`src/rtl/core/lsla_pkg.sv`:
```
// ----------------------------------------------------------------------------
// lsla_pkg
// Types, codes and constants shared by the link status LED animator.
// ----------------------------------------------------------------------------
package lsla_pkg;

	typedef enum logic [2:0] {
		FUNC_SERVICE = 3'd0,
		FUNC_SET     = 3'd1,
		FUNC_TX      = 3'd2,
		FUNC_RX      = 3'd3,
		FUNC_WARN    = 3'd4,
		FUNC_ERROR   = 3'd5,
		FUNC_ALIVE   = 3'd6
	} func_t;

	// link state codes; codes above ST_ERROR may be stored and are passed through
	localparam logic [2:0] ST_BOOT      = 3'd0;
	localparam logic [2:0] ST_READY     = 3'd1;
	localparam logic [2:0] ST_CONNECTED = 3'd2;
	localparam logic [2:0] ST_LOST      = 3'd3;
	localparam logic [2:0] ST_ERROR     = 3'd4;

	typedef enum logic [2:0] {
		PULSE_NONE  = 3'd0,
		PULSE_TX    = 3'd1,
		PULSE_RX    = 3'd2,
		PULSE_WARN  = 3'd3,
		PULSE_ERROR = 3'd4
	} pulse_t;

	localparam int unsigned PHASE_W = 10;

	localparam logic [31:0] TX_PULSE_MS    = 32'd80;
	localparam logic [31:0] RX_PULSE_MS    = 32'd80;
	localparam logic [31:0] WARN_PULSE_MS  = 32'd120;
	localparam logic [31:0] ERROR_PULSE_MS = 32'd150;
	localparam logic [31:0] MS_PER_STEP    = 32'd10;
	// ceil(2^35 / 10): dt * RECIP10 >> 35 is dt / 10 for every 32-bit dt
	localparam logic [31:0] RECIP10        = 32'hCCCC_CCCD;
	localparam logic [31:0] TIMEOUT_RESET  = 32'd600;
	localparam logic [7:0]  ERROR_BLINK_LEVEL = 8'd180;

	typedef struct packed {
		logic [2:0]  func;
		logic [31:0] now_ms;
		logic [2:0]  new_link_state;
	} item_t;

	typedef struct packed {
		logic [7:0] red;
		logic [7:0] green;
		logic [7:0] blue;
		logic [2:0] current_state;
	} result_t;

	// handed from the state update to the colour stage
	typedef struct packed {
		logic [PHASE_W-1:0] phase;
		logic [2:0]         link_state;
		pulse_t             pulse;
	} colour_req_t;

endpackage

```
`src/rtl/core/lsla_step.sv`:
```
// ----------------------------------------------------------------------------
// lsla_step
// Animator state: phase, link state, pulse end times, alive and service marks.
// ----------------------------------------------------------------------------
module lsla_step (
	input  logic                 clk,
	input  logic                 arst_n,
	input  logic                 cfg_we,
	input  logic [31:0]          cfg_data,
	input  logic                 fire,
	input  lsla_pkg::item_t      item,
	output lsla_pkg::colour_req_t req
);
	import lsla_pkg::*;

	logic [31:0]        timeout_q;
	logic [2:0]         link_state_q;
	logic [31:0]        last_service_q;
	logic [PHASE_W-1:0] phase_q;
	logic [31:0]        tx_end_q;
	logic [31:0]        rx_end_q;
	logic [31:0]        warn_end_q;
	logic [31:0]        error_end_q;
	logic [31:0]        last_alive_q;

	logic [31:0]        dt;
	logic [63:0]        prod;
	logic [PHASE_W-1:0] step;
	logic [PHASE_W-1:0] incr;
	logic [PHASE_W-1:0] phase_next;
	logic [31:0]        alive_age;
	logic [2:0]         state_next;
	pulse_t             pulse;

	assign dt   = item.now_ms - last_service_q;
	assign prod = {32'd0, dt} * {32'd0, RECIP10};
	// only the low bits of the quotient matter, the phase wraps
	assign step = (dt < MS_PER_STEP) ? PHASE_W'(1) : prod[35 +: PHASE_W];

	always_comb begin
		unique case (link_state_q)
			ST_BOOT:      incr = (step << 1) + (step << 2);
			ST_READY:     incr = step << 1;
			ST_LOST:      incr = step << 2;
			ST_ERROR:     incr = (step << 1) + (step << 3);
			default:      incr = step + (step << 1);
		endcase
	end

	assign phase_next = phase_q + incr;
	assign alive_age  = item.now_ms - last_alive_q;

	always_comb begin
		state_next = link_state_q;
		if ((link_state_q == ST_READY || link_state_q == ST_CONNECTED)
				&& alive_age > timeout_q) begin
			state_next = ST_LOST;
		end
	end

	always_comb begin
		if (item.now_ms < error_end_q) begin
			pulse = PULSE_ERROR;
		end else if (item.now_ms < warn_end_q) begin
			pulse = PULSE_WARN;
		end else if (item.now_ms < rx_end_q) begin
			pulse = PULSE_RX;
		end else if (item.now_ms < tx_end_q) begin
			pulse = PULSE_TX;
		end else begin
			pulse = PULSE_NONE;
		end
	end

	assign req.phase      = phase_next;
	assign req.link_state = state_next;
	assign req.pulse      = pulse;

	always_ff @(posedge clk or negedge arst_n) begin
		if (!arst_n) begin
			timeout_q <= TIMEOUT_RESET;
		end else if (cfg_we) begin
			timeout_q <= cfg_data;
		end
	end

	always_ff @(posedge clk or negedge arst_n) begin
		if (!arst_n) begin
			link_state_q   <= ST_BOOT;
			last_service_q <= '0;
			phase_q        <= '0;
			tx_end_q       <= '0;
			rx_end_q       <= '0;
			warn_end_q     <= '0;
			error_end_q    <= '0;
			last_alive_q   <= '0;
		end else if (fire) begin
			unique case (item.func)
				FUNC_SERVICE: begin
					last_service_q <= item.now_ms;
					phase_q        <= phase_next;
					link_state_q   <= state_next;
				end
				FUNC_SET:   link_state_q <= item.new_link_state;
				FUNC_TX:    tx_end_q     <= item.now_ms + TX_PULSE_MS;
				FUNC_RX:    rx_end_q     <= item.now_ms + RX_PULSE_MS;
				FUNC_WARN:  warn_end_q   <= item.now_ms + WARN_PULSE_MS;
				FUNC_ERROR: error_end_q  <= item.now_ms + ERROR_PULSE_MS;
				FUNC_ALIVE: last_alive_q <= item.now_ms;
				default: ;
			endcase
		end
	end

endmodule

```
`src/rtl/core/lsla_colour.sv`:
```
// ----------------------------------------------------------------------------
// lsla_colour
// Triangle-wave base colour per link state with pulse override.
// ----------------------------------------------------------------------------
module lsla_colour (
	input  lsla_pkg::colour_req_t req,
	output lsla_pkg::result_t     rsp
);
	import lsla_pkg::*;

	logic [7:0]  amp;
	logic [15:0] third_prod;
	logic [7:0]  low;
	logic [7:0]  mid;

	// upper half of the phase runs down: (1023 - p) >> 1 is ~p[8:1]
	assign amp        = req.phase[9] ? ~req.phase[8:1] : req.phase[8:1];
	// a / 3 as a * 171 >> 9, exact for 8-bit a
	assign third_prod = {8'd0, amp} * 16'd171;
	assign low        = {1'b0, third_prod[15:9]};
	assign mid        = {1'b0, amp[7:1]};

	always_comb begin
		rsp.red           = 8'd0;
		rsp.green         = 8'd0;
		rsp.blue          = 8'd0;
		rsp.current_state = req.link_state;
		case (req.link_state)
			ST_BOOT:      rsp.blue = mid;
			ST_READY: begin
				rsp.green = low;
				rsp.blue  = low;
			end
			ST_CONNECTED: rsp.green = mid;
			ST_LOST: begin
				rsp.red   = mid;
				rsp.green = {1'b0, mid[7:1]};
			end
			ST_ERROR:     rsp.red = (amp > ERROR_BLINK_LEVEL) ? 8'd255 : 8'd0;
			default: ;
		endcase
		unique case (req.pulse)
			PULSE_ERROR: begin
				rsp.red   = 8'd255;
				rsp.green = 8'd0;
				rsp.blue  = 8'd0;
			end
			PULSE_WARN: begin
				rsp.red   = 8'd255;
				rsp.green = 8'd80;
				rsp.blue  = 8'd0;
			end
			PULSE_RX: begin
				rsp.red   = 8'd160;
				rsp.green = 8'd0;
				rsp.blue  = 8'd255;
			end
			PULSE_TX: begin
				rsp.red   = 8'd255;
				rsp.green = 8'd255;
				rsp.blue  = 8'd255;
			end
			default: ;
		endcase
	end

endmodule

```
`src/rtl/core/link_status_led_animator_unit.sv`:
```
// ----------------------------------------------------------------------------
// link_status_led_animator_unit
// Status LED colour engine: breathing colour per link state, pulse flashes.
// ----------------------------------------------------------------------------
// Use:
//   item channel (item_valid/item_stall/item) carries an operation, a ms
//   timestamp and a link state. Only a service operation produces a colour;
//   set, pulse and alive operations update state and produce nothing.
//   result channel (result_valid/result_stall/result) carries RGB and the link
//   state after the service step.
//   cfg channel (cfg_valid/cfg_ready/cfg_data) writes the lost timeout in ms;
//   it is always ready and should be written only while the block is idle.
// Timing:
//   an item enters the input register, the state update moves a service item
//   into the colour stage register, and its colour lands in the result
//   register. One item per cycle is taken, service or not, while item_stall
//   is low; the state recurrence runs combinationally through the dt/10
//   reciprocal multiply and phase adder.
// Reset: state clears to boot, all times and phase to zero, timeout to 600.
// Stall: a stalled result holds; the two stages behind it keep filling and
//   item_stall rises only when a service item has nowhere to go.
// ----------------------------------------------------------------------------
module link_status_led_animator_unit (
	input  logic              clk,
	input  logic              arst_n,
	input  logic              item_valid,
	output logic              item_stall,
	input  lsla_pkg::item_t   item,
	output logic              result_valid,
	input  logic              result_stall,
	output lsla_pkg::result_t result,
	input  logic              cfg_valid,
	output logic              cfg_ready,
	input  logic [31:0]       cfg_data
);
	import lsla_pkg::*;

	logic        vld_s1;
	item_t       item_s1;
	logic        vld_s2;
	colour_req_t req_s2;
	logic        vld_s3;
	result_t     rsp_s3;

	colour_req_t req;
	result_t     rsp;
	logic        is_service;
	logic        s3_free;
	logic        s2_free;
	logic        s1_fire;
	logic        accept;

	assign is_service = (item_s1.func == FUNC_SERVICE);
	assign s3_free    = !vld_s3 || !result_stall;
	assign s2_free    = !vld_s2 || s3_free;
	assign s1_fire    = vld_s1 && (!is_service || s2_free);
	assign item_stall = vld_s1 && !s1_fire;
	assign accept     = item_valid && !item_stall;
	assign cfg_ready  = 1'b1;

	lsla_step u_step (
		.clk      (clk),
		.arst_n   (arst_n),
		.cfg_we   (cfg_valid && cfg_ready),
		.cfg_data (cfg_data),
		.fire     (s1_fire),
		.item     (item_s1),
		.req      (req)
	);

	lsla_colour u_colour (
		.req (req_s2),
		.rsp (rsp)
	);

	always_ff @(posedge clk or negedge arst_n) begin
		if (!arst_n) begin
			vld_s1 <= 1'b0;
			vld_s2 <= 1'b0;
			vld_s3 <= 1'b0;
		end else begin
			if (accept) begin
				vld_s1 <= 1'b1;
			end else if (s1_fire) begin
				vld_s1 <= 1'b0;
			end
			if (s1_fire && is_service) begin
				vld_s2 <= 1'b1;
			end else if (s3_free) begin
				vld_s2 <= 1'b0;
			end
			if (vld_s2 && s3_free) begin
				vld_s3 <= 1'b1;
			end else if (!result_stall) begin
				vld_s3 <= 1'b0;
			end
		end
	end

	always_ff @(posedge clk) begin
		if (accept) begin
			item_s1 <= item;
		end
		if (s1_fire && is_service) begin
			req_s2 <= req;
		end
		if (vld_s2 && s3_free) begin
			rsp_s3 <= rsp;
		end
	end

	assign result_valid = vld_s3;
	assign result       = rsp_s3;

endmodule

```
`config.mk`:
```
export PLATFORM = sky130hd
export DESIGN_NAME = link_status_led_animator_unit
export DESIGN_NICKNAME = d
export VERILOG_FILES = /design/src/rtl/core/lsla_pkg.sv /design/src/rtl/core/lsla_step.sv /design/src/rtl/core/lsla_colour.sv /design/src/rtl/core/link_status_led_animator_unit.sv
export SDC_FILE = /design/constraint.sdc
export NUM_CORES = 2
export LEC_CHECK = 0
export BUFFER_PORTS_ARGS = -buffer_cell sky130_fd_sc_hd__clkbuf_2
export CAP_MARGIN = 10
export CORE_MARGIN = 2
export CORE_UTILIZATION = 45
export CTS_CLUSTER_DIAMETER = 40
export DETAILED_ROUTE_END_ITERATION = 16
export PLACE_DENSITY = 0.64
export SLEW_MARGIN = 20
export SYNTH_ARGS = -nofsm -noshare
export SYNTH_HDL_FRONTEND = slang
export SYNTH_SLANG_ARGS = --single-unit
export TNS_END_PERCENT = 50
```
`constraint.sdc`:
```
create_clock -name clk -period 27.8 [get_ports clk]
set_clock_uncertainty 0.1 [all_clocks]
set_input_delay 5.56 -clock clk [delete_from_list [all_inputs] [get_ports clk]]
set_output_delay 5.56 -clock clk [all_outputs]
set_load 0.02 [all_outputs]
```
==> impl_metrics.ini <==
[outcome]
status = completed

[final_layout]
drive_above_1_share_pct = 7.70
syn_to_final_growth_pct = 10.0
nets = 4893
n_antenna_cell = 0

[worst_setup_path]
critPathArrivalTime_ns = 13.62
worst-setup-path-type = flop to flop
endpoint_kind = flop
path_depth = 48
slowest_delay_ns = 0.76
r2r_setup_slack_ns = 14.56
cp-endpoint = u_step.phase_q[9]
r2r-end = u_step.phase_q[9]
crit_family = adder cells
crit_path_frequent_cell = a21oi_1
crit_path_start = item_s1[11]
worstPathRequired_ns = 28.19
critPathMaxFanout = 15
crit_path_top_delay_cell = edfxtp_1
r2r-start = item_s1[11]
r2r.worst_path.cells = 48
cp-start-kind = flop
path_buf_inv = 4

[floorplanning]
ioPinCount = 105
initial_core_util_pct = 45.4
die_h_um = 286
row_count = 103
core-area_sq_mm = 0.0787
dieArea_sq_mm = 0.0817
die_w_um = 286

[grt]
antenna_found_initial = 0
globalRouteOverflowTotal = 0
grt_max_degree = 163
grt_pass1_wl_um = 151000
grt_pass1_vias = 27200
track_usage_pct = 23.6

[drt]
drtIter0Drc = 1669
vias = 26100
first_pass_iters = 5
drt_drc_violations_left = 0
postRouteAntennaNets = 0
wl_per_cell_um = 18.7
vias_per_cell = 5.18
drt_wl_total_um = 94000

[clocking]
clock-sinks = 320
clock_latency_ns = 0.60
cts.htree.levels = 2
post_cts_buffers = 0
clk_pin_slew_worst_paths_ns = 0.06
cts_root_buf = clkbuf_16
post_cts_resized = 0
cts_tree = done
clockBufferDepth = 3
ctsHoldBuffers = 0
cts_buffers = 50

[synthesis]
yosysWarnings = 0
synth_area_sq_mm = 0.0357
synth_seq_cells = 320
synth_area_leaders = fa_1, ha_1, dfrtp_1
synth_cell_types = 91
yosysSeqAreaShare_pct = 23.5
synth_largest_area_cell = fa_1
async_reset_ff_share_pct = 75.0
avgSynthCellArea_sq_um = 9.30
synth_edf_count = 80
synth_top_cell_area_share_pct = 19.8
synth_cells = 3844
syn_nets = 4790
synth_ff_type = dfrtp_1

[timing]
hold_violations = 0
worst_pin_slew_ns = 1.05
max_slew_margin_pct = 30.1
setup_viol = 0
timing.final.crit_share_pct = 47.6
setup_tns_ns = 0
grt_setup_unrepaired = no
final_max_slew_viol_count = 0
max_freq_ghz = 0.0755
fin_crit_ns = 13.24

[placement]
io_buffers = 103
routabilityCongestion = 0.987
dp_hpwl_um = 75800

[worst_hold_path]
min_path_type = flop to flop

[flow_run]
maxCapViolations = 0
-- stage by stage --
step | utilization [%] | hold WS (ns) | area [sq um] | instances | setup slack, ns
6_report | 49.9 | 0.376 | 39300 | 5039 | 14.56
3_5_place_dp | 47.7 | 0.366 | 37600 | 4945 | 14.62
5_1_grt | 49.9 | 0.388 | 39300 | 5039 | 13.64
3_3_place_gp | 47.7 | 0.358 | 37600 | 4945 | 14.80
4_1_cts | 49.9 | 0.380 | 39300 | 5039 | 14.56
2_1_floorplan | - | 0.343 | 35700 | 3844 | 16.10
-- worst min-delay path by stage --
stage	start	endpoint	slack (ns)	depth (start not counted)
2_1_floorplan	vld_s2	result_valid	0.34	1
3_5_place_dp	vld_s2	result_valid	0.37	1
3_3_place_gp	vld_s2	result_valid	0.36	1
4_1_cts	vld_s2	result_valid	0.38	1
5_1_grt	item_s1[2]	u_step.link_state_q[2]	0.39	1
6_report	u_step.tx_end_q[28]	u_step.tx_end_q[28]	0.38	2
-- registers in the layout, indices dropped and copies added, names as in the netlist, 3 cells and up --
| register | flops |
|---|---|
| item_s1 | 38 |
| u_step.error_end_q | 32 |
| u_step.last_alive_q | 32 |
| u_step.last_service_q | 32 |
| u_step.rx_end_q | 32 |
| u_step.timeout_q | 32 |
| u_step.tx_end_q | 32 |
| u_step.warn_end_q | 32 |
| result | 27 |
| req_s2 | 15 |
| u_step.phase_q | 10 |
| u_step.link_state_q | 3 |
-- metal layers --
metal  part of all wire [%]  wire length (um)  global-route usage, %  up-vias
li1                       -                 -                      -    12700
met1                     45             42600                   32.0    12700
met2                     47             44500                   40.0      574
met3                    4.4              4180                   2.75      143
met4                    2.8              2660                   6.70        0
met5                      0                 0                      0        -
-- worst min-delay path, cell delays in order (launching register included) --
cell     delay [ns]
dfrtp_1        0.33
nand2_1        0.04
o21ai_0        0.06
-- kinds of logic (layout without fill, tap and decap cells) --
kind of cell | count (synthesis) | in the layout | share of synthesized area [%]
buffers and inverters | 933 | 1078 | 9.85
adder cells (fa/ha/maj) | 871 | 871 | 37.9
AO/OA/AOI/OAI | 731 | 731 | 12.6
AND/OR/NAND/NOR | 731 | 731 | 9.51
flip-flops | 320 | 320 | 23.5
XOR/XNOR | 221 | 221 | 5.46
multiplexers | 36 | 36 | 1.13
other | 1 | 1 | 0.0105
-- layout by cell type (no fill, tap or decap), drive strengths merged, types with 10 or more instances in the layout --
cell type,n
xnor2,126
clkinv,11
ha,518
clkinvlp,11
fa,353
and3,23
nand3,39
o21bai,19
or2,11
and2,22
o21ai,298
o21a,29
nor3,22
a211oi,19
inv,849
a21o,81
buf,44
nand2,359
dfrtp,236
xor2,94
a31oi,12
nand2b,33
mux2,33
edfxtp,80
nand4,41
o211ai,10
nor2b,46
clkbuf,161
nor2,102
a21oi,167
-- cell type report --
type	instances	area, sq um
inverter	839	3150
multi-input combinational	2591	23800
sequential	320	8410
clock buffer	60	1390
clock inverter	34	344
fill	7417	39400
tap	1050	1310
timing repair buffer	145	853
-- cells in the mapped netlist, types with 4 or more instances --
library cell  count
nor4_1            8
a311oi_1          4
buf_1             9
dfstp_2           4
a31oi_1          12
and2_1           18
or3_1             5
inv_1           836
dfrtp_1         236
a221o_1           5
or2_2            10
ha_1            518
mux2_2           32
a221oi_1          4
a21boi_0          4
o21bai_1         19
o2111ai_1         5
o211ai_1          9
a21oi_1         167
nand4_1          41
o21ai_0         296
clkbuf_1         79
nor2b_1          46
o221ai_1          5
a41oi_1           4
a21o_1           80
fa_1            353
a22oi_1           5
xnor2_1         126
nand3_1          39
edfxtp_1         80
a211oi_1         18
o31ai_1           7
o22ai_1           7
a211o_1           7
and3_1           22
o21a_1           29
nand2_1         359
nor3_1           22
and4_1            7
xor2_1           94
nand2b_1         33
and2_2            4
nor2_1          102
Power is not shown: default switching activity piles up to over one toggle a cycle in this logic, so the estimate is an artifact.
